--- src/hw/rtl/oale_pkg.sv ---
// ----------------------------------------------------------------------------
// Ordered list engine package
// Mode and status codes, the cell command word and the small helpers shared
// by the cell row, the match scanner and the top level.
// ----------------------------------------------------------------------------
package oale_pkg;

   // Field widths of the request and response words
   localparam int MODE_W   = 4;
   localparam int POS_W    = 7;
   localparam int DATA_W   = 32;
   localparam int STATUS_W = 2;
   localparam int FIDX_W   = 6;
   localparam int COUNT_W  = 7;

   // Width of every index and bound carried to the cells; wide enough for
   // the largest supported depth and for the position field.
   localparam int IW_MAX = 11;

   // Operation modes
   localparam logic [MODE_W-1:0] MODE_PUSH_BACK  = 4'd0;
   localparam logic [MODE_W-1:0] MODE_POP_BACK   = 4'd1;
   localparam logic [MODE_W-1:0] MODE_PUSH_FRONT = 4'd2;
   localparam logic [MODE_W-1:0] MODE_POP_FRONT  = 4'd3;
   localparam logic [MODE_W-1:0] MODE_INSERT     = 4'd4;
   localparam logic [MODE_W-1:0] MODE_ERASE      = 4'd5;
   localparam logic [MODE_W-1:0] MODE_FIND       = 4'd6;
   localparam logic [MODE_W-1:0] MODE_MODIFY     = 4'd7;
   localparam logic [MODE_W-1:0] MODE_READ       = 4'd8;

   // Response status codes
   localparam logic [STATUS_W-1:0] STATUS_OK    = 2'd0;
   localparam logic [STATUS_W-1:0] STATUS_EMPTY = 2'd1;
   localparam logic [STATUS_W-1:0] STATUS_FULL  = 2'd2;
   localparam logic [STATUS_W-1:0] STATUS_RANGE = 2'd3;

   // Cell command kinds
   localparam logic [1:0] CMD_NONE  = 2'd0;
   localparam logic [1:0] CMD_UP    = 2'd1;
   localparam logic [1:0] CMD_DOWN  = 2'd2;
   localparam logic [1:0] CMD_WRITE = 2'd3;

   // Command broadcast to every cell of the row
   typedef struct packed {
      logic [1:0]        kind;
      logic [IW_MAX-1:0] at;
      logic [IW_MAX-1:0] lim;
      logic [IW_MAX-1:0] cnt;
   } oale_cmd_type;

   // Lowest set bit of an eight-bit group
   function automatic logic [2:0] low_set8(input logic [7:0] bits);
      logic [2:0] r;
      r = 3'd0;
      for (int k = 7; k >= 0; k--) begin
         if (bits[k]) begin
            r = 3'(k);
         end
      end
      return r;
   endfunction

endpackage

--- src/hw/rtl/oale_scan.sv ---
// ----------------------------------------------------------------------------
// Ordered list engine match scanner
// Takes the row's match vector and walks it eight cells per cycle, lowest
// first, to find the first matching index.
// ----------------------------------------------------------------------------
module oale_scan
   import oale_pkg::*;
#(
   parameter int DEPTH = 64
)
(
   input  logic                  clock,
   input  logic                  reset,
   input  logic                  load,
   input  logic [DEPTH-1:0]      match_in,
   input  logic                  take,
   output logic                  busy,
   output logic                  done,
   output logic                  found,
   output logic [FIDX_W-1:0]     found_index
);

   localparam int NG = (DEPTH + 7) / 8;
   localparam int SW = NG * 8;
   localparam int GW = (NG > 1) ? $clog2(NG) : 1;
   localparam int XW = GW + 3;

   logic [SW-1:0] match_ff;
   logic [SW-1:0] match_in_pad;
   logic [GW-1:0] grp_ff;
   logic          busy_ff;
   logic          hit;
   logic          last;
   logic [XW-1:0]        index_full;
   logic [XW+FIDX_W-1:0] index_wide;

   assign match_in_pad = SW'(match_in);
   assign hit          = |match_ff[7:0];
   assign last         = (grp_ff == GW'(NG - 1));
   assign done         = busy_ff && (hit || last);
   assign index_full   = {grp_ff, low_set8(match_ff[7:0])};
   assign index_wide   = {{FIDX_W{1'b0}}, index_full};

   assign busy        = busy_ff;
   assign found       = hit;
   assign found_index = hit ? index_wide[FIDX_W-1:0] : '0;

   always_ff @(posedge clock) begin
      if (reset) begin
         busy_ff <= 1'b0;
      end else if (load) begin
         busy_ff <= 1'b1;
      end else if (done && take) begin
         busy_ff <= 1'b0;
      end
   end

   always_ff @(posedge clock) begin
      if (load) begin
         match_ff <= match_in_pad;
         grp_ff   <= '0;
      end else if (busy_ff && !done) begin
         match_ff <= match_ff >> 8;
         grp_ff   <= grp_ff + 1'b1;
      end
   end

endmodule

--- config.mk ---
export PLATFORM = sky130hd
export DESIGN_NAME = oale_scan
export DESIGN_NICKNAME = d
export VERILOG_FILES = /design/src/hw/rtl/oale_pkg.sv /design/src/hw/rtl/oale_scan.sv
export SDC_FILE = /design/constraint.sdc
export NUM_CORES = 1
export LEC_CHECK = 0
export ABC_AREA = 1
export BUFFER_PORTS_ARGS = -buffer_cell sky130_fd_sc_hd__buf_2
export CAP_MARGIN = 20
export CORE_MARGIN = 5
export CORE_UTILIZATION = 47
export CTS_CLUSTER_SIZE = 10
export DETAILED_ROUTE_END_ITERATION = 8
export PLACE_DENSITY_LB_ADDON = 0.08
export SLEW_MARGIN = 5
export SYNTH_ARGS = -nofsm -noshare
export SYNTH_HDL_FRONTEND = slang
export SYNTH_SLANG_ARGS = --single-unit
export TNS_END_PERCENT = 5
--- constraint.sdc ---
create_clock -name clock -period 2.9 [get_ports clock]
set_input_delay 0.58 -clock clock [delete_from_list [all_inputs] [get_ports clock]]
set_output_delay 0.58 -clock clock [all_outputs]
set_load 0.1 [all_outputs]
**Word-level counts from Yosys, hierarchy flattened**

Index checks and enable logic that the tools add are counted.

- Register bits after elaboration: 68
- Input port bits: 68
- Output and inout bits: 9
- Logic and storage cells: 26

- $add $sub $neg: 1
- Eq/ne operators: 1
- Mux-type cells: 13
- Reductions and logical operators: 8

Operators by type and width:

| kind | number |
|---|---|
| 64-bit 2-to-1 mux | 2 |
| 3-bit 2-to-1 mux | 8 |
| 8-bit OR reduction | 1 |
| 6-bit 2-to-1 mux | 1 |
| 2-bit nonzero test | 2 |
| 3-bit by 1-bit adder with 3-bit output, second input constant | 1 |
| 3-bit equality test, second input constant | 1 |
| 1-bit logical AND | 3 |
| 1-bit 2-to-1 mux | 2 |
| 1-bit logical NOT | 1 |
| 1-bit logical OR | 1 |

**Depth between registers and ports, before layout**

Gate-level depths: netlist of the first run.

- Depth after elaboration: 9
- Gate-level depth with buffers: 7
- Depth with buffers taken out: 7

**Worst setup path after synthesis of the first run**

OpenSTA, ideal clock, no wires.

- Kind: register to output
- Start: reg busy_ff, in the netlist busy
- End: out done
- Arrival: 3.302 ns
- Data required time: 2.320 ns
- Path slack: -0.982 ns
- Stages on the path, launching flop included: 2
- Path buffers: 0
- Cells stage by stage: dfxtp_1 a21boi_0

- Cells in the longest elaborated chain, start to end: 1

RTL lines:

| element | RTL line | RTL |
|---|---|---|
| from (decl) | oale_scan.sv:31 | `logic busy_ff;` |
| from (signal assigned) | oale_scan.sv:50 | `busy_ff <= 1'b0;` |
| from (signal assigned) | oale_scan.sv:52 | `busy_ff <= 1'b1;` |
| from (signal assigned) | oale_scan.sv:54 | `busy_ff <= 1'b0;` |
| 1-bit logical AND | oale_scan.sv:40 | `assign done = busy_ff && (hit \|\| last);` |
| to (decl) | oale_scan.sv:18 | `output logic done,` |

Every way passes these cells.

**Final worst setup path of the first run**

- Start: reg grp_ff[0]
- End: out done

- Cells in the longest elaborated chain, start to end: 3

RTL lines:

| element | RTL line | RTL |
|---|---|---|
| from (decl) | oale_scan.sv:30 | `logic [GW-1:0] grp_ff;` |
| from (signal assigned) | oale_scan.sv:64 | `grp_ff <= grp_ff + 1'b1;` |
| 3-bit equality test | oale_scan.sv:39 | `assign last = (grp_ff == GW'(NG - 1));` |
| 1-bit logical OR | oale_scan.sv:40 |  |
| 1-bit logical AND | oale_scan.sv:40 |  |

Every way passes these cells.

==> metrics.cfg, run 1 <==
[status]
status = completed

[setup_path]
worst-path-buf-inv = 2
cp.required_ps = 2320
cp_top_family = buffers and inverters
cp_cell_sequence = ha_1, ha_1, inv_1, a21boi_1, buf_2
cpMostUsedCell = ha_1
critPathMaxStageDelay_ps = 430
start_kind = flop
slowest_stage = buf_2
endpoint_kind = output port
crit_type = reg -> out
crit_fanout = 3
cp.arrival_ps = 1630

[cts]
cts.sinks = 68
cts_max_level = 3
post_cts_buffers = 0
cts_tree = built
clk_pin_slew_ps = 60
cts-resized-gates = 0
clock_latency_ps = 330
numCtsBuffers = 9
clk_path_buf_depth = 2
ctsRootBufferMaster = clkbuf_8
holdBufCountCts = 0

[layout]
syn_to_final_growth_pct = 20.1
drive_gt1_share_pct = 24.7
nNetsFinal = 462
stdcell_count = 474
diodes = 0
utilization_pct = 57.6

[synth]
seq_area_frac_synth_pct = 66.5
syn_inst = 314
syn_area_per_cell_um2 = 9.59
ys_types = 20
syn_area_mm2 = 0.00301
yosys_warnings = 0
synth.net_count = 384
synth_seq_cells = 68

[floorplan]
die_w_um = 90.1
dieArea_mm2 = 0.00811
initial_core_util_pct = 48.0
row_count = 29
die_h_um = 90.1
ios = 77
core-area_mm2 = 0.00628

[timing]
hold_viol_final = 0
finalCritPeriodShare_pct = 76.4
clock-skew-final_ps = 5.32
max_freq_ghz = 0.452
finalSetupViolations = 0
relSlewSlack_pct = 59.3
finalMaxSlewViolations = 0
rsz0062_at_grt = no
final.min_clock_period_ps = 2210
worst_slew_pin_slew_ps = 611

[power_and_ir_drop]
ir_worst_vdd_v = 0.000293
power_density_mw_per_mm2 = 556
p_leak_nw = 1.80

[global_routing]
grt_usage_pct = 14.4
use_met1_pct = 16.3
grt_pass1_vias = 2163
antenna_found_initial = 0
overflow = 0
gr-usage-met3_pct = 4.84
grt_start_max_net_pins = 66
use_met2_pct = 24.3
grt_pass1_wl_mm = 9.34
gr-max-usage-layer = met2

[placed_design]
port_buffers = 76
place.gp.congestion = 0.754
post-place-cells = 458
dp_hpwl_mm = 3.73

[drt]
final_antenna_net_count = 0
num_vias = 2175
viasPerCell = 4.59
drc_errors = 0
detail_route.wl_per_cell_um = 11.7
finalWirelength_mm = 5.54
firstDrtPassIters = 5
drtIter0Drc = 126

[job]
maxCapViolations = 0

[min_path]
hp-class = in -> reg

-- report_power, final --
| part | switching, mW | internal (mW) | leakage [nW] |
|---|---|---|---|
| Sequential | 0.0191 | 1.16 | 0.671 |
| Clock | 0.312 | 0.301 | 0.0769 |
| Combinational | 0.145 | 0.0780 | 1.05 |
| Total | 0.476 | 1.53 | 1.80 |
-- logic make-up after synthesis --
kind of cell	count (synthesis)	synth area share, %
AO/OA/AOI/OAI	7	1.41
adder cells (fa/ha/maj)	2	0.831
buffers and inverters	33	4.69
flip-flops	68	66.5
AND/OR/NAND/NOR	204	26.6
-- final cells by class --
cell class,instances,area [um2]
Clock buffer,12,135
Clock inverter,4,16.3
Multi-Input combinational cell,213,871
Fill cell,601,2660
Sequential cell,68,2000
Timing Repair Buffer,80,423
Tap cell,77,96.3
Inverter,20,75.1
-- worst paths after layout --
check                         startpoint                         end  slack, ps  cells past startpoint
setup / recovery  grp_ff[0]$_SDFFE_PP0P_                        done        690                      5
hold reg to reg   match_ff[52]$_DFFE_PP_      match_ff[44]$_DFFE_PP_        510                      2
setup reg to reg   match_ff[5]$_DFFE_PP_  match_ff[63]$_SDFFCE_PN0P_        890                      6
hold / removal                     reset           busy$_SDFFE_PP0P_        470                      4
-- registers in the layout, summed over array words and instances, names as in the netlist --
| signal | count |
|---|---|
| match_ff | 64 |
| grp_ff | 3 |
| busy | 1 |
-- metal layers --
metal	routed length (um)	part of all wire [%]
met1	2360	43
met2	2730	49
met3	347	6.3
met4	106	1.9
met5	0	0
-- stage by stage --
stage / TNS, ps / setup WS [ps] / hold slack [ps] / power [mW] / cell area, um2
CTS: 0 / 656 / 457 / 2.04 / 3620
floorplan: -267 / -267 / 487 / 1.34 / 3010
finish: 0 / 685 / 472 / 2.01 / 3620
global route: 0 / 546 / 460 / 2.13 / 3620
detailed placement: 0 / 880 / 496 / 1.42 / 3470
global placement: 0 / 928 / 490 / 1.42 / 3470
-- worst min-delay path: stages --
cell	delay (ps)
buf_2	70
inv_1	30
nand2_1	50
inv_1	30
-- synthesized netlist by cell type --
| cell | number | area share, % |
|---|---|---|
| a21boi_0 | 2 | 0.50 |
| a21oi_1 | 3 | 0.50 |
| buf_2 | 6 | 1.0 |
| clkbuf_1 | 6 | 0.75 |
| clkbuf_8 | 1 | 0.46 |
| clkinv_1 | 1 | 0.12 |
| dfxtp_1 | 4 | 2.7 |
| edfxtp_1 | 64 | 64 |
| ha_1 | 2 | 0.83 |
| inv_1 | 19 | 2.4 |
| nand2_1 | 187 | 23 |
| nand2_2 | 1 | 0.21 |
| nand3_1 | 1 | 0.17 |
| nand3_4 | 1 | 0.58 |
| nand4_1 | 1 | 0.21 |
| nor2_1 | 9 | 1.1 |
| nor2_2 | 3 | 0.62 |
| nor2_4 | 1 | 0.37 |
| o21ai_0 | 1 | 0.17 |
| o21bai_1 | 1 | 0.25 |
-- layout by cell type, fill, tap and decap left out, types with 2 or more instances in the layout --
master	count
nand2_2	2
edfxtp_1	64
nand2_1	186
ha_1	2
dfxtp_1	4
a21oi_1	3
a21boi_1	2
buf_2	76
clkinv_1	3
clkbuf_8	9
inv_1	19
clkbuf_1	3
nor2_2	3
nor2_1	9
buf_4	3
Note: power is estimated with default switching activity, not from simulation.
==> inputs of run 2 (changes only) <==
Settings changed: ABC_AREA 1 to 0, CORE_UTILIZATION 47 to 50.
Clock period 2.9 ns to 2.15 ns, I/O delays scaled along.
==> metrics.cfg, run 2 <==
[layout]
largest_reg_flops = 64
diodes = 0
multi_input_area_um2 = 927
fillers = 431
largest_register = match_ff
final_common_cell = buf_2
drive_gt1_share_pct = 63.0
syn_to_final_growth_pct = 31.1
nNetsFinal = 335
ff_latch_area_mm2 = 0.00200
final_cell_mix = buf_2 (68), edfxtp_1 (64), mux2_2 (56)

[timing]
finalSetupViolations = 2
finalMaxSlewViolations = 0
clock-skew-final_ps = 5.78
finalCritPeriodShare_pct = 102
setup_tns_ps = -71.1
worst_slew_pin_slew_ps = 485
relSlewSlack_pct = 67.9
final.min_clock_period_ps = 2200
hold_ws_ps = 248
timing.final.ws_setup_ps = -45.5
rsz0062_at_grt = yes
max_freq_ghz = 0.455
hold_viol_final = 0

[power_and_ir_drop]
power_density_mw_per_mm2 = 783
ir_worst_vdd_v = 0.000494
p_leak_nw = 1.52

[global_routing]
grt_pass1_vias = 1880
grt_usage_pct = 15.4
grt_pass1_wl_mm = 8.58
antenna_found_initial = 0
overflow = 0
grt_start_max_net_pins = 36

[floorplan]
die_h_um = 86.6
die_w_um = 86.6
row_count = 27
initial_core_util_pct = 52.3
ios = 77
dieArea_mm2 = 0.00750
core-area_mm2 = 0.00561

[setup_path]
reg2regPathDepth = 5
rr_endpoint = match_ff[58]$_SDFFCE_PN0P_
slowest_stage = edfxtp_1
crit_fanout = 3
start_kind = flop
r2r_slack_ps = 240
r2r_start = match_ff[5]$_DFFE_PP_
critPathMaxStageDelay_ps = 440
cp.required_ps = 1720
crit_type = reg -> out
cp_top_family = simple AND/OR/NAND/NOR gates
cp.arrival_ps = 1770
cp_cell_sequence = nor4_4, nand2_2, or2_1, and2_4, buf_12
endpoint_kind = output port
worst-path-buf-inv = 1

[min_path]
hp-class = in -> reg
holdPathStages = 2
holdCritStartpoint = reset
whs_endpoint = busy$_SDFFE_PP0P_

[drt]
firstDrtPassIters = 4
viasPerCell = 5.08
final_antenna_net_count = 0
num_vias = 1738
drc_errors = 0
detail_route.wl_per_cell_um = 15.1
finalWirelength_mm = 5.17
drtIter0Drc = 106

[status]
status = complete, but fails checks
violations = setup timing

[placed_design]
dp_hpwl_mm = 3.71
place.gp.congestion = 0.837
port_buffers = 76

[cts]
cts_tree = built
clock_latency_ps = 330
cts_max_level = 3
holdBufCountCts = 0
clk_path_buf_depth = 2
ctsRootBufferMaster = clkbuf_8
clk_pin_slew_ps = 70
numCtsBuffers = 9
cts.sinks = 68

[job]
maxCapViolations = 0

[synth]
ys_async_sr_fraction_pct = 0
syn_area_per_cell_um2 = 17.0
yosys-top-cells-count = edfxtp_1 (64), mux2_2 (56), and2_1 (8), and2_2 (4), dfxtp_1 (4)
syn_area_mm2 = 0.00293
syn_inst = 173
yosys-top-cells-area = edfxtp_1 (66%), mux2_2 (22%), dfxtp_1 (2.7%), and2_1 (1.7%), and2_2 (1.0%)
seq_area_frac_synth_pct = 68.3
ys_types = 25
synth_seq_cells = 68
synth_edf_count = 64
synth.net_count = 243
yosys_warnings = 0
synth_top_cell_area_share_pct = 65.5
synth_area_leader_cell = edfxtp_1
ys.flop_type = edfxtp_1
synth_most_common_cell = edfxtp_1

run 2: worst max path at each step:
stage	start	to	cells after the start
after floorplan	match_ff[1]$_DFFE_PP_	done	4
after global placement	match_ff[5]$_DFFE_PP_	done	5
after detailed placement	match_ff[0]$_DFFE_PP_	done	5
after CTS	match_ff[6]$_DFFE_PP_	done	5
after global routing	match_ff[4]$_DFFE_PP_	done	5
final	match_ff[5]$_DFFE_PP_	done	5
run 2: worst register-to-register path: stages, from the launching register on:
cell and delay, ps:
edfxtp_1 440, nor4_4 370, buf_4 170, nand4b_1 170, nand2_4 260, buf_12 220
run 2: through the flow:
| step | std cells | total power [mW] | setup slack, ps | instance area [um2] | util, % |
|---|---|---|---|---|---|
| 2_1_floorplan | 173 | 1.81 | -180 | 2950 | - |
| 3_3_place_gp | 323 | 1.92 | 113 | 3520 | 62.8 |
| 3_5_place_dp | 323 | 1.93 | 82.2 | 3520 | 62.8 |
| 4_1_cts | 342 | 3.05 | -51.9 | 3840 | 68.4 |
| 5_1_grt | 342 | 3.16 | -144 | 3840 | 68.6 |
| 6_report | 342 | 3.01 | -45.5 | 3840 | 68.6 |
run 2: kinds of logic after synthesis:
logic type,share of synthesized area [%]
AOI/OAI and AO/OA,1.24
adders and majority gates,0.853
buffers and inverters,1.41
xor gates and xnor gates,0.299
muxes,21.5
DFF,68.3
and+or+nand+nor,6.44
run 2: per-layer routing:
metal / share of wire [%] / wire, um / up-vias / GRT usage, %
li1: - / - / 842 / -
met2: 51 / 2620 / 54 / 25.3
met4: 0.75 / 39 / 0 / 5.10
met3: 8.3 / 429 / 4 / 7.41
met1: 40 / 2080 / 838 / 17.8
met5: 0 / 0 / - / 0
run 2: area by class of cell:
class / count / share of cell area [%]
well taps: 72 / 2.34
clock buffers: 10 / 3.32
inverters: 3 / 0.293
flip-flops and latches: 68 / 52.1
repair buffers: 88 / 15.8
multi-input cells: 95 / 24.1
clock inverters: 6 / 2.05
run 2: report_power, final:
part	leakage, nW	total (mW)	switching, mW	internal, mW
sequential	0.664	1.59	0.0308	1.56
combinational	0.746	0.326	0.154	0.172
clock	0.107	1.10	0.452	0.643
total	1.52	3.01	0.637	2.37
run 2: timing repair:
action | CTS | global route
pin swaps | 4 | 2
setup buffers | 3 | 0
gates cloned | 0 | 0
endpoints found under the setup margin | 6 | 8
resized for setup | 22 | 5
