## src/hw/rtl/oale_pkg.sv

```systemverilog
// ----------------------------------------------------------------------------
// Ordered list engine package
// Mode and status codes, the cell command word and the small helpers shared
// by the cell row, the match scanner and the top level.
// ----------------------------------------------------------------------------
package oale_pkg;

   // Field widths of the request and response words
   localparam int MODE_W   = 4;
   localparam int POS_W    = 7;
   localparam int DATA_W   = 32;
   localparam int STATUS_W = 2;
   localparam int FIDX_W   = 6;
   localparam int COUNT_W  = 7;

   // Width of every index and bound carried to the cells; wide enough for
   // the largest supported depth and for the position field.
   localparam int IW_MAX = 11;

   // Operation modes
   localparam logic [MODE_W-1:0] MODE_PUSH_BACK  = 4'd0;
   localparam logic [MODE_W-1:0] MODE_POP_BACK   = 4'd1;
   localparam logic [MODE_W-1:0] MODE_PUSH_FRONT = 4'd2;
   localparam logic [MODE_W-1:0] MODE_POP_FRONT  = 4'd3;
   localparam logic [MODE_W-1:0] MODE_INSERT     = 4'd4;
   localparam logic [MODE_W-1:0] MODE_ERASE      = 4'd5;
   localparam logic [MODE_W-1:0] MODE_FIND       = 4'd6;
   localparam logic [MODE_W-1:0] MODE_MODIFY     = 4'd7;
   localparam logic [MODE_W-1:0] MODE_READ       = 4'd8;

   // Response status codes
   localparam logic [STATUS_W-1:0] STATUS_OK    = 2'd0;
   localparam logic [STATUS_W-1:0] STATUS_EMPTY = 2'd1;
   localparam logic [STATUS_W-1:0] STATUS_FULL  = 2'd2;
   localparam logic [STATUS_W-1:0] STATUS_RANGE = 2'd3;

   // Cell command kinds
   localparam logic [1:0] CMD_NONE  = 2'd0;
   localparam logic [1:0] CMD_UP    = 2'd1;
   localparam logic [1:0] CMD_DOWN  = 2'd2;
   localparam logic [1:0] CMD_WRITE = 2'd3;

   // Command broadcast to every cell of the row
   typedef struct packed {
      logic [1:0]        kind;
      logic [IW_MAX-1:0] at;
      logic [IW_MAX-1:0] lim;
      logic [IW_MAX-1:0] cnt;
   } oale_cmd_type;

   // Lowest set bit of an eight-bit group
   function automatic logic [2:0] low_set8(input logic [7:0] bits);
      logic [2:0] r;
      r = 3'd0;
      for (int k = 7; k >= 0; k--) begin
         if (bits[k]) begin
            r = 3'(k);
         end
      end
      return r;
   endfunction

endpackage

```

## src/hw/rtl/oale_cell.sv

```systemverilog
// ----------------------------------------------------------------------------
// Ordered list engine cell
// Holds one list entry. Each cycle it keeps its entry, takes its left or
// right neighbour's entry, or takes the request value, and it compares its
// entry against the search key.
// ----------------------------------------------------------------------------
module oale_cell
   import oale_pkg::*;
(
   input  logic                clock,
   input  logic [IW_MAX-1:0]   cell_index,
   input  oale_cmd_type        cmd,
   input  logic [DATA_W-1:0]   wr_value,
   input  logic [DATA_W-1:0]   left_value,
   input  logic [DATA_W-1:0]   right_value,
   output logic [DATA_W-1:0]   value,
   output logic                match,
   output logic [DATA_W-1:0]   read_term
);

   logic [DATA_W-1:0] value_ff;
   logic [DATA_W-1:0] value_in;

   always_comb begin
      value_in = value_ff;
      case (cmd.kind)
         CMD_UP: begin
            // Entries from the gap up to the old end move one place up.
            if (cell_index == cmd.at) begin
               value_in = wr_value;
            end else if ((cell_index > cmd.at) && (cell_index <= cmd.lim)) begin
               value_in = left_value;
            end
         end
         CMD_DOWN: begin
            if ((cell_index >= cmd.at) && (cell_index < cmd.lim)) begin
               value_in = right_value;
            end
         end
         CMD_WRITE: begin
            if (cell_index == cmd.at) begin
               value_in = wr_value;
            end
         end
         default: begin
            value_in = value_ff;
         end
      endcase
   end

   always_ff @(posedge clock) begin
      value_ff <= value_in;
   end

   assign value     = value_ff;
   assign match     = (cell_index < cmd.cnt) && (value_ff == wr_value);
   assign read_term = (cell_index == cmd.at) ? value_ff : '0;

endmodule

```

## config.mk

```make
export PLATFORM = sky130hd
export DESIGN_NAME = oale_cell
export DESIGN_NICKNAME = d
export VERILOG_FILES = /design/src/hw/rtl/oale_pkg.sv /design/src/hw/rtl/oale_cell.sv
export SDC_FILE = /design/constraint.sdc
export NUM_CORES = 1
export LEC_CHECK = 0
export ABC_AREA = 1
export ABC_CLOCK_PERIOD_IN_PS = 2200
export BUFFER_PORTS_ARGS = -buffer_cell sky130_fd_sc_hd__buf_2
export CORE_MARGIN = 1
export CORE_UTILIZATION = 43
export CTS_BUF_LIST = sky130_fd_sc_hd__clkbuf_8
export DETAILED_ROUTE_END_ITERATION = 12
export PLACE_DENSITY = 0.77
export SYNTH_ARGS = -nofsm -noshare
export SYNTH_HDL_FRONTEND = slang
export SYNTH_SLANG_ARGS = --single-unit
```

## constraint.sdc

```tcl
create_clock -name clock -period 2.2 [get_ports clock]
set_clock_uncertainty 0.05 [all_clocks]
set_input_delay 0.11 -clock clock [delete_from_list [all_inputs] [get_ports clock]]
set_output_delay 0.11 -clock clock [all_outputs]
set_load 0.05 [all_outputs]
```

Word-level counts from Yosys, hierarchy flattened. Index checks and enable logic that the tools add are counted.

Order comparisons: 5. Equality and inequality tests: 8. Multiplexer cells: 6. Reduce and logical (&&, ||, !) cells: 5.

Operators with widths (number): two-way mux 32 bit (5); case mux 32 bit (3 select lines) (1); equality test 32 bit (1); < comparator 11 bit (2); equality test 11 bit (1); >= comparator 11 bit (1); greater-than comparator 11 bit (1); less-or-equal comparator 11 bit (1); equality test 2 bit, second input constant (2); inequality test 2 bit, second input constant (2); AND reduction 4 bit (1); logical AND 1 bit (3); inequality test 3 bit, second input constant (1); nonzero test 3 bit (1); equality test 2 x 1 -> 1 bit, second input constant (1).

Register bits: 32. Input bits: 143. Output and inout bits: 65. Word-level logic and storage cells: 25.

Depth between registers and ports, before layout. Gate-level depths: netlist of the first run.

Word-level depth: 5. Depth in mapped cells: 12. Gate-level depth less buffers: 12.

Worst setup path before layout of the first run. No wires, ideal clock.

Path type: input -> register. Start point: in cmd[32] (netlist bit). End point: reg value_ff[0] (netlist: value[0]) (enable). Setup time: 0.387 ns. Data arrival time: 1.745 ns. Data required time: 1.763 ns. Path slack: 0.019 ns. Stages on the path: 10. Buffers on the path: 2. Cells stage by stage: inv_1 ha_1 nand2_1 nor2_4 nand3_2 buf_6 buf_6 nand2_1 nand2_1 inv_1.

Longest elaborated chain between the ends: 4. Elaborated cells on any way between the ends: 9. Classes of those cells: order compare: 2; eq/ne: 4; reduce/logical: 3.

RTL lines: start, declared (RTL line oale_cell.sv:12) `input oale_cmd_type cmd,`; greater-than comparator 11 bit / >= comparator 11 bit (equally long branches) (RTL line oale_cell.sv:31, oale_cell.sv:36); logical AND 1 bit, on equally long branches (RTL line oale_cell.sv:31, oale_cell.sv:36); inequality test 3 bit (no source line) / inequality test 2 bit (equally long branches); AND reduction 4 bit (no source line) *; end signal, assigned (RTL line oale_cell.sv:52) `value_ff <= value_in;`; end, declared (RTL line oale_cell.sv:21) `logic [DATA_W-1:0] value_ff;`.

Mark *: on every way between the ends. The rest lies on a longest branch, timed or not. A chain may end at the register's enable or synchronous reset.

Worst setup path after layout of the first run.
Start point: reg value_ff[26] (netlist: value[26]). End point: out match.

Longest elaborated chain between the ends: 2.

RTL lines: equality test 32 bit (RTL line oale_cell.sv:56) `assign match = (cell_index < cmd.cnt) && (value_ff == wr_value);`; logical AND 1 bit (RTL line oale_cell.sv:56); end, declared (RTL line oale_cell.sv:17) `output logic match,`.

No other way between the ends.

==> results of run 1 <==
-- worst min path at each step --
stage / startpoint / end / slack [ps]
CTS: wr_value[4] / value[4] / 140
floorplan: wr_value[19] / value[19] / 290
finish: wr_value[1] / value[1] / 150
global route: wr_value[4] / value[4] / 160
global placement: wr_value[1] / value[1] / 420
detailed placement: wr_value[1] / value[1] / 420
-- power breakdown --
part	leakage, nW	internal [W]	switching (W)
clock network	0.0391	0.000209	0.000202
logic	2.65	0.000389	0.000770
registers	0.297	0.000802	0.0000878
total	2.98	0.00140	0.00106
-- layout make-up --
cell class,count,area share
well taps,108,0.0267
flip-flops and latches,32,0.190
multi-input cells,356,0.442
repair buffers,213,0.221
clock buffers,5,0.0136
clock inverters,2,0.00149
inverters,141,0.105
-- layer usage --
layer,share of wire,track usage,up-vias
li1,-,-,2131
met1,0.40,0.282,1884
met2,0.51,0.444,164
met3,0.059,0.0354,26
met4,0.025,0.0873,0
met5,0,0,-
-- worst min-delay path: cells and delay by family --
family / cells / cell delay (ps)
AO/OA/AOI/OAI: 1 / 120
buffers and inverters: 1 / 80
AND/OR/NAND/NOR: 1 / 40
-- placed cells by master (no fill, tap or decap), types with 8 or more instances in the layout --
| cell type | count |
|---|---|
| o22ai_2 | 30 |
| o21ai_0 | 35 |
| ha_1 | 32 |
| a21oi_1 | 8 |
| xnor2_1 | 8 |
| nand3_1 | 9 |
| buf_2 | 207 |
| nand2_1 | 80 |
| edfxtp_1 | 32 |
| nor2_1 | 89 |
| inv_1 | 137 |
| o21bai_1 | 29 |
-- stage by stage --
| stage | worst slack [ps] | utilization | area, um2 | hold slack, ps | total power (W) |
|---|---|---|---|---|---|
| finish | 192 | 0.579 | 5050 | 146 | 0.00246 |
| global route | 50.1 | 0.579 | 5050 | 155 | 0.00262 |
| CTS | 164 | 0.579 | 5050 | 136 | 0.00248 |
| detailed placement | 291 | 0.571 | 4980 | 420 | 0.00206 |
| global placement | 373 | 0.571 | 4980 | 416 | 0.00203 |
| floorplan | 18.8 | - | 3860 | 293 | 0.00168 |
-- cell families (layout without fill, tap and decap cells) --
group | Yosys count | in the layout | share of synthesized area
simple gates | 195 | 195 | 0.205
buf+inv | 161 | 361 | 0.174
xor+xnor | 14 | 14 | 0.0317
fa+ha+maj | 32 | 32 | 0.104
flops | 32 | 32 | 0.249
compound gates | 115 | 115 | 0.236
==> impl_results.md, run 1 <==
- Element type at the critical path end: primary output
- Post-CTS Setup Inserts: 0
- Minimum clock period: 2010 ps
- Total CTS buffers: 5
- Post-synth EDFFs: 32
- Non-Filler Instances: around 860
- Yosys top cell by area: edfxtp_1
- CP endpoint: match
- Syn Area/Cell: 7.04 um2
- First-pass GRT wire length: 18,600 um
- Synth warn: 0
- Routability congestion estimate from global placement: between 0.9 and 1
- Worst hold path depth: 3
- Data required, critical path: between 2000 and 2500 ps
- Final hold vios: 0
- Port bufs: 207
- Ant diodes: 0
- Endpoints failing setup: 0
- # resized after CTS: 0
- Detailed Routing Iterations Pass 1: 5
- Worst path max stage delay: 440 ps
- RSZ-0062 raised after global routing: false
- Seq. cell area: approximately 960 um2
- TritonCTS clock tree: built
- Via count: between 4,000 and 5,000
- Vias in the first global route: a little over 4,000
- Clk root buf: clkbuf_8
- F_max: 498 MHz
- Seq cells post-synth: 32
- Pin count of the biggest net entering global routing: 49
- Max VDD drop: 0.317 mV
- Global-route usage over all layers: 0.241
- WS Path Type: reg -> out
- Die H: 96.8 um
- Setup TNS: 0 ps
- WP depth: 8
- Post-CTS Hold Buffers: 0
- Routed Antenna Nets: 0
- Post-Syn Area: 0.00386 mm2
- Crit path DAT: 1850 ps
- Outcome: completed
- Slew margin rel.: 0.654
- Sequential share of the synthesized area: 0.249
- WP buf/inv: 1
- Routed WL per cell: 13.4 um
- DRC viols: 0
- Worst slew pin tran: 519 ps
- Post-synth top cells: inv_1 (137), nor2_1 (89), nand2_1 (81)
- CTS Buffer Depth: 2
- Layout net count: 924
- Crit. Startpoint: value[26]
- Crit path max-delay cell type: edfxtp_1
- Clock sinks: 32
- Max reg flops: 32
- # rows: 34
- Cells along the critical path: xnor2_1, nand2_1, nor2_1, nand2_1, nor2_1, nand2_1, nor2_1, buf_2
- Die width: 96.8 um
- CTS clk-pin slew, worst paths: roughly 70 ps
- WL final: 11,500 um
- Largest cells by area after synthesis: edfxtp_1 (25%), inv_1 (13%), ha_1 (10%)
- Starting Density: 0.443
- Area of the multi-input gates: 0.00223 mm2
- H-tree Lvls: 2
- Net Count, Synth: 724
- Post-Place Cells: between 800 and 900
- Ports: between 200 and 250
- Most common cell in the synthesized netlist: inv_1
- FFs w/ async S/R, synth: 0
- Library cells used by synthesis: 30
- Leak Pwr: 2.98 nW
- CP Launch Type: flop
- Initial antenna violation count: 0
- Share of cells above drive strength 1: 0.352
- Initial drt markers: 141
- Synth Flop Type: edfxtp_1
- Final period util: 0.913
- Power density over the cells: 487 mW/mm2
- Maxcap violations: 0
- Area growth from synthesis to layout: 30.8%
- Crit-path max FO: 3
- Core area: 0.00872 mm2
- CP delay by family, top: simple AND/OR/NAND/NOR gates
- Vias per Instance: 4.91
- Synth Instances: 549
- Hold Crit Class: in -> reg
- Hpwl dp: 9110 um
- Final slew viol count: 0
- # fillers: roughly 840
- Area share of the largest cell type after synthesis: 0.249
- Grt total ovfl: 0
- Die ar.: about 0.0094 mm2
Power figures use the tool's default switching activity.
==> run 2, diff against run 1 <==
--- a/config.mk
+++ b/config.mk
@@ -6,13 +6,14 @@
 export NUM_CORES = 1
 export LEC_CHECK = 0
 export ABC_AREA = 1
-export ABC_CLOCK_PERIOD_IN_PS = 2200
+export ABC_CLOCK_PERIOD_IN_PS = 2300
 export BUFFER_PORTS_ARGS = -buffer_cell sky130_fd_sc_hd__buf_2
 export CORE_MARGIN = 1
-export CORE_UTILIZATION = 43
+export CORE_UTILIZATION = 47
 export CTS_BUF_LIST = sky130_fd_sc_hd__clkbuf_8
+export CTS_CLUSTER_DIAMETER = 60
 export DETAILED_ROUTE_END_ITERATION = 12
-export PLACE_DENSITY = 0.77
+export PLACE_DENSITY = 0.8
 export SYNTH_ARGS = -nofsm -noshare
 export SYNTH_HDL_FRONTEND = slang
 export SYNTH_SLANG_ARGS = --single-unit
==> constraint.sdc (replaced) <==
create_clock -name clock -period 2.3 [get_ports clock]
set_clock_uncertainty 0.05 [all_clocks]
set_input_delay 0.115 -clock clock [delete_from_list [all_inputs] [get_ports clock]]
set_output_delay 0.115 -clock clock [all_outputs]
set_load 0.05 [all_outputs]
==> impl_results.md, run 2 (synthesis results as in run 1) <==
- Outcome: completed (unchanged)
- Vias per Instance: 4.97 (was 4.91)
- # rows: 32 (was 34)
- Port bufs: 207 (unchanged)
- Worst setup margin: 389 ps (was 192 ps)
- RSZ-0062 raised after global routing: false (unchanged)
- Die width: 92.7 um (was 96.8 um)
- Final Core Density: 0.648 (was 0.579)
- Commonest cells after routing, fill and taps aside: buf_2 (207), inv_1 (138), nor2_1 (89) (was buf_2 (207), inv_1 (137), nor2_1 (89))
- Post-Place Cells: 845 (was 850)
- Leak Pwr: 3.01 nW (was 2.98 nW)
- Pin count of the biggest net entering global routing: 33 (was 49)
- Initial drt markers: 201 (was 141)
- Post-CTS Setup Inserts: 0 (unchanged)
- TritonCTS clock tree: built (unchanged)
- Clk root buf: clkbuf_8 (unchanged)
- Initial antenna violation count: 0 (unchanged)
- Maxcap violations: 0 (unchanged)
- Slew margin rel.: 0.675 (was 0.654)
- Power density over the cells: 488 mW/mm2 (was 487 mW/mm2)
- Setup TNS: 0 ps (unchanged)
- Endpoints failing setup: 0 (unchanged)
- Element type at the critical path end: primary output (unchanged)
- DRC viols: 0 (unchanged)
- CTS Buffer Depth: 2 (unchanged)
- Grt total ovfl: 0 (unchanged)
- Layout net count: 925 (was 924)
- First-pass GRT wire length: 18,400 um (was 18,600 um)
- Share of cells above drive strength 1: 0.356 (was 0.352)
- Via count: 4,241 (was 4,205)
- Final slew viol count: 0 (unchanged)
- Routed Antenna Nets: 0 (unchanged)
- Routability congestion estimate from global placement: 0.829 (was 0.910)
- Final period util: 0.831
- Crit-path max FO: 3 (unchanged)
- Area growth from synthesis to layout: 31.7% (was 30.8%)
- Max VDD drop: 0.341 mV (was 0.317 mV)
- Hold Crit Class: in -> reg (unchanged)
- Die ar.: 0.00858 mm2 (was 0.00937 mm2)
- CP Launch Type: flop (unchanged)
- Detailed Routing Iterations Pass 1: 4 (was 5)
- Clock sinks: 32 (unchanged)
- WS Path Type: reg -> out (unchanged)
- Vias in the first global route: 4,203 (was 4,063)
- Minimum clock period: around 1900 ps
- Ports: 208 (unchanged)
- Global-route usage over all layers: 0.271 (was 0.241)
- Hpwl dp: 9320 um (was 9110 um)
- Core area: 0.00785 mm2 (was 0.00872 mm2)
- Post-CTS Hold Buffers: 0 (unchanged)
- Non-Filler Instances: 854 (was 857)
- # resized after CTS: 0 (unchanged)
- Routed WL per cell: 13.4 um (about the same)
- Starting Density: 0.492 (was 0.443)
- Final hold vios: 0 (unchanged)
- Worst slew pin tran: 487 ps (was 519 ps)
- CTS clk-pin slew, worst paths: 70 ps (about the same)
- Crit path DAT: 1750 ps (was 1850 ps)
- Most common cell after layout, fill and taps aside: buf_2 (unchanged)
- Total CTS buffers: 5 (unchanged)
- Data required, critical path: 2130 ps (was 2040 ps)
- WL final: 11,500 um (about the same)
- Die H: 92.7 um (was 96.8 um)
- Max reg flops: 32 (unchanged)
- H-tree Lvls: 2 (unchanged)
- Place WS: 404 ps (was 291 ps)
- F_max: 523 MHz
-- run 2: routing by layer --
metal | global-route usage | wire length (um)
met1 | 0.315 | 4590
met2 | 0.491 | 5770
met3 | 0.0460 | 712
met4 | 0.108 | 393
met5 | 0 | 0
-- run 2: worst paths after layout --
path,start,endpoint,slack (ps),depth (start not counted)
hold / removal,wr_value[25],value[25],140,3
setup / recovery,value[16],match,390,8
-- run 2: final cells by class --
cell class / count / area (um2)
Tap cell: 102 / 128
Inverter: 141 / 529
Clock buffer: 5 / 68.8
Multi-Input combinational cell: 356 / 2230
Clock inverter: 3 / 38.8
Fill cell: 741 / 2760
Antenna cell: 1 / 2.50
Timing Repair Buffer: 214 / 1130
Sequential cell: 32 / 961
-- run 2: per-stage QoR --
step	power, W	area [um2]	hold WS [ps]
after CTS	0.00249	5080	141
final	0.00248	5090	145
after global routing	0.00263	5080	154
after floorplan	0.00161	3860	298
after global placement	0.00195	4980	409
after detailed placement	0.00197	4980	429
-- run 2: power by group --
part	internal, W	switching [W]
logic	0.000373	0.000735
registers	0.000767	0.0000865
clock network	0.000317	0.000204
total	0.00146	0.00103
-- run 2: worst max-delay path, stage by stage, from the launching register on --
cell and delay [ps]:
edfxtp_1 430, xnor2_1 180, nand2_1 70, nor2_1 100, nand2_1 60, nor2_1 170
nand2_1 100, nor2_1 90, buf_2 270
==> run 3, diff against run 2 <==
==> config.mk (replaced) <==
export PLATFORM = sky130hd
export DESIGN_NAME = oale_cell
export DESIGN_NICKNAME = d
export VERILOG_FILES = /design/src/hw/rtl/oale_pkg.sv /design/src/hw/rtl/oale_cell.sv
export SDC_FILE = /design/constraint.sdc
export NUM_CORES = 1
export LEC_CHECK = 0
export ABC_AREA = 0
export ABC_CLOCK_PERIOD_IN_PS = 1550
export BUFFER_PORTS_ARGS = -buffer_cell sky130_fd_sc_hd__buf_2
export CORE_MARGIN = 1
export CORE_UTILIZATION = 41
export CTS_BUF_LIST = sky130_fd_sc_hd__clkbuf_8
export CTS_CLUSTER_DIAMETER = 60
export DETAILED_ROUTE_END_ITERATION = 12
export PLACE_DENSITY = 0.77
export SYNTH_ARGS = -nofsm -noshare
export SYNTH_HDL_FRONTEND = slang
export SYNTH_SLANG_ARGS = --single-unit
==> constraint.sdc (replaced) <==
create_clock -name clock -period 1.55 [get_ports clock]
set_clock_uncertainty 0.05 [all_clocks]
set_input_delay 0.0775 -clock clock [delete_from_list [all_inputs] [get_ports clock]]
set_output_delay 0.0775 -clock clock [all_outputs]
set_load 0.05 [all_outputs]
==> impl_results.md, run 3 <==
- Worst slew pin tran: 625 ps (was 487 ps)
- Largest cells by area after synthesis: edfxtp_1 (28%), ha_1 (12%), mux2i_1 (9.0%) (was edfxtp_1 (25%), inv_1 (13%), ha_1 (10%))
- Largest family of logic cells by synthesized area: simple AND/OR/NAND/NOR gates (was compound AO/OA/AOI/OAI gates)
- Total CTS buffers: 5 (unchanged)
- Crit-path max FO: 2 (was 3)
- Routed WL per cell: 20.9 um (was 13.4 um)
- Via count: 4,641 (was 4,241)
- First-pass GRT wire length: 24,500 um (was 18,400 um)
- Place WS: -709 ps (was 404 ps)
- Endpoints failing setup: 97 (was 0)
- Initial antenna violation count: 1 (was 0)
- Total power: 0.00388 W (was 0.00248 W)
- Synth Area in XOR/XNOR: 0.0811 (was 0.0317)
- Synth warn: 0 (unchanged)
- Clock sinks: 32 (unchanged)
- Post-synthesis adder-cell area fraction: 0.116 (was 0.104)
- Failing checks: negative setup slack
- Ports: 208 (unchanged)
- Syn Area/Cell: 8.59 um2 (was 7.04 um2)
- Area share of the largest cell type after synthesis: 0.278 (was 0.249)
- Synth Instances: 402 (was 549)
- Detailed Routing Iterations Pass 1: 5 (was 4)
- F_max: 448 MHz
- Most common cell in the synthesized netlist: nand2_1 (was inv_1)
- Final period util: 1.44
- Post-CTS Hold Buffers: 0 (unchanged)
- Leak Pwr: 3.40 nW (was 3.01 nW)
- Maxcap violations: 0 (unchanged)
- Hold Crit Class: in -> reg (unchanged)
- Worst setup margin: -680 ps (was 389 ps)
- Post-synth EDFFs: 32 (unchanged)
- Share of cells above drive strength 1: 0.707 (was 0.356)
- CP Launch Type: flop (unchanged)
- Slew margin rel.: 0.583 (was 0.675)
- Layout net count: 885 (was 925)
- WL final: 17,100 um (was 11,500 um)
- Post-synth top cells: nand2_1 (65), a21oi_1 (40) (was inv_1 (137), nor2_1 (89), nand2_1 (81))
- Vias per Instance: 5.67 (was 4.97)
- Die width: 93.8 um (was 92.7 um)
- Grt total ovfl: 0 (unchanged)
- Vias in the first global route: 4,847 (was 4,203)
- Element type at the critical path end: primary output (unchanged)
- Outcome: finished, violations left (was completed)
- CTS Buffer Depth: 2 (unchanged)
- Die H: 93.8 um (was 92.7 um)
- Hold slack: 135 ps (was 145 ps)
- FFs w/ async S/R, synth: 0 (unchanged)
- Routability congestion estimate from global placement: 0.915 (was 0.829)
- Post-Syn Area: 0.00345 mm2 (was 0.00386 mm2)
- Global-route usage over all layers: 0.370 (was 0.271)
- Core area: 0.00818 mm2 (was 0.00785 mm2)
- Minimum clock period: 2230 ps
- Power density over the cells: 553 mW/mm2 (was 488 mW/mm2)
- Final slew viol count: 0 (unchanged)
- Max VDD drop: 0.492 mV (was 0.341 mV)
- # rows: 33 (was 32)
- Final hold vios: 0 (unchanged)
- RSZ-0062 raised after global routing: true (was false)
- Net Count, Synth: 577 (was 724)
- Starting Density: 0.423 (was 0.492)
- Initial drt markers: 231 (was 201)
- Sequential share of the synthesized area: 0.278 (was 0.249)
- Max reg flops: 32 (unchanged)
- Port bufs: 207 (unchanged)
- DRC viols: 0 (unchanged)
- WS Path Type: reg -> out (unchanged)
- Crit. Startpoint: value[22] (was value[16])
- Die ar.: 0.00880 mm2 (was 0.00858 mm2)
- Seq cells post-synth: 32 (unchanged)
- Clk root buf: clkbuf_8 (unchanged)
- Yosys top cell by area: edfxtp_1 (unchanged)
- Commonest cells after routing, fill and taps aside: buf_2 (165), buf_4 (77), buf_8 (41) (was buf_2 (207), inv_1 (138), nor2_1 (89))
- CP endpoint: match (unchanged)
- Crit path DAT: 2100 ps (was 1750 ps)
- CTS clk-pin slew, worst paths: 80 ps (was 70 ps)
- H-tree Lvls: 2 (unchanged)
- Synth Area in Simple Gates: 0.244 (was 0.205)
- Hpwl dp: 9600 um (was 9320 um)
- Library cells used by synthesis: 42 (was 30)
- Synth Flop Type: edfxtp_1 (unchanged)
- Mux share of post-synthesis cell area: 0.0898 (was 0)
- Routed Antenna Nets: 0 (unchanged)
- Area growth from synthesis to layout: 103% (was 31.7%)
- Most common cell after layout, fill and taps aside: buf_2 (unchanged)
- Synth Area in Compound Gates: 0.112 (was 0.236)
- Pin count of the biggest net entering global routing: 36 (was 33)
- Final Core Density: 0.857 (was 0.648)
- TritonCTS clock tree: built (unchanged)
- Data required, critical path: 1420 ps (was 2130 ps)
-- run 3: cell count changes in the layout (fill, tap and decap cells not counted), sizes merged, moves of 31 or more --
cell,delta
inv,-109
buf,+108
o22ai,-34
mux2i,+31
nor2,-87
o21bai,-33
and2,+32
and3,+32
a21oi,+32
o21ai,-32
-- run 3: repair_timing --
action,4_1_cts,5_1_grt
pin swaps,98,15
setup endpoints to repair,97,97
resized for setup,259,63
buffers inserted,31,10
gates cloned,11,0
-- run 3: worst max-delay path, stage by stage, from the launching register on --
cell,delay [ps]
edfxtp_1,420
xor2_1,200
nor4_1,360
nand2_1,170
a311oi_2,260
o211a_2,260
buf_8,150
-- run 3: routing by layer --
layer	vias to the layer above	wire (um)	GRT usage
met4	0	1050	0.204
met3	90	1250	0.0672
li1	2029	-	-
met2	312	8850	0.672
met5	-	0	0
met1	2210	5910	0.404
-- run 3: worst min path at each step --
stage	endpoint	start	slack, ps	cells after the start
after detailed placement	value[29]	right_value[29]	410	3
after floorplan	value[4]	wr_value[4]	230	1
after global routing	value[21]	right_value[21]	140	3
after CTS	value[29]	right_value[29]	120	3
after global placement	value[6]	right_value[6]	400	3
final	value[21]	right_value[21]	140	3
-- run 3: area by class of cell --
cell class,count,area [um2]
Inverter,32,140
Clock buffer,5,68.8
Tap cell,105,131
Multi-Input combinational cell,317,3040
Antenna cell,2,5.00
Fill cell,396,1170
Sequential cell,32,961
Timing Repair Buffer,322,2630
Clock inverter,3,38.8
-- run 3: cell families after synthesis --
group / count (synthesis)
buffers and inverters: 53
AOI/OAI and AO/OA: 63
and+or+nand+nor: 159
DFF: 32
xor gates and xnor gates: 32
muxes: 31
adders and majority gates: 32
-- run 3: stage by stage --
| stage | TNS (ps) | instances | area, um2 |
|---|---|---|---|
| after floorplan | -34430 | 402 | 3680 |
| after global placement | -38650 | 771 | 5330 |
| after detailed placement | -43500 | 771 | 5330 |
| after CTS | -40490 | 820 | 6910 |
| after global routing | -40220 | 817 | 7000 |
| final | -37020 | 818 | 7010 |
-- run 3: power breakdown --
group	switching [W]	internal, W
Clock	0.000329	0.000471
Sequential	0.0000755	0.00108
Combinational	0.00107	0.000850
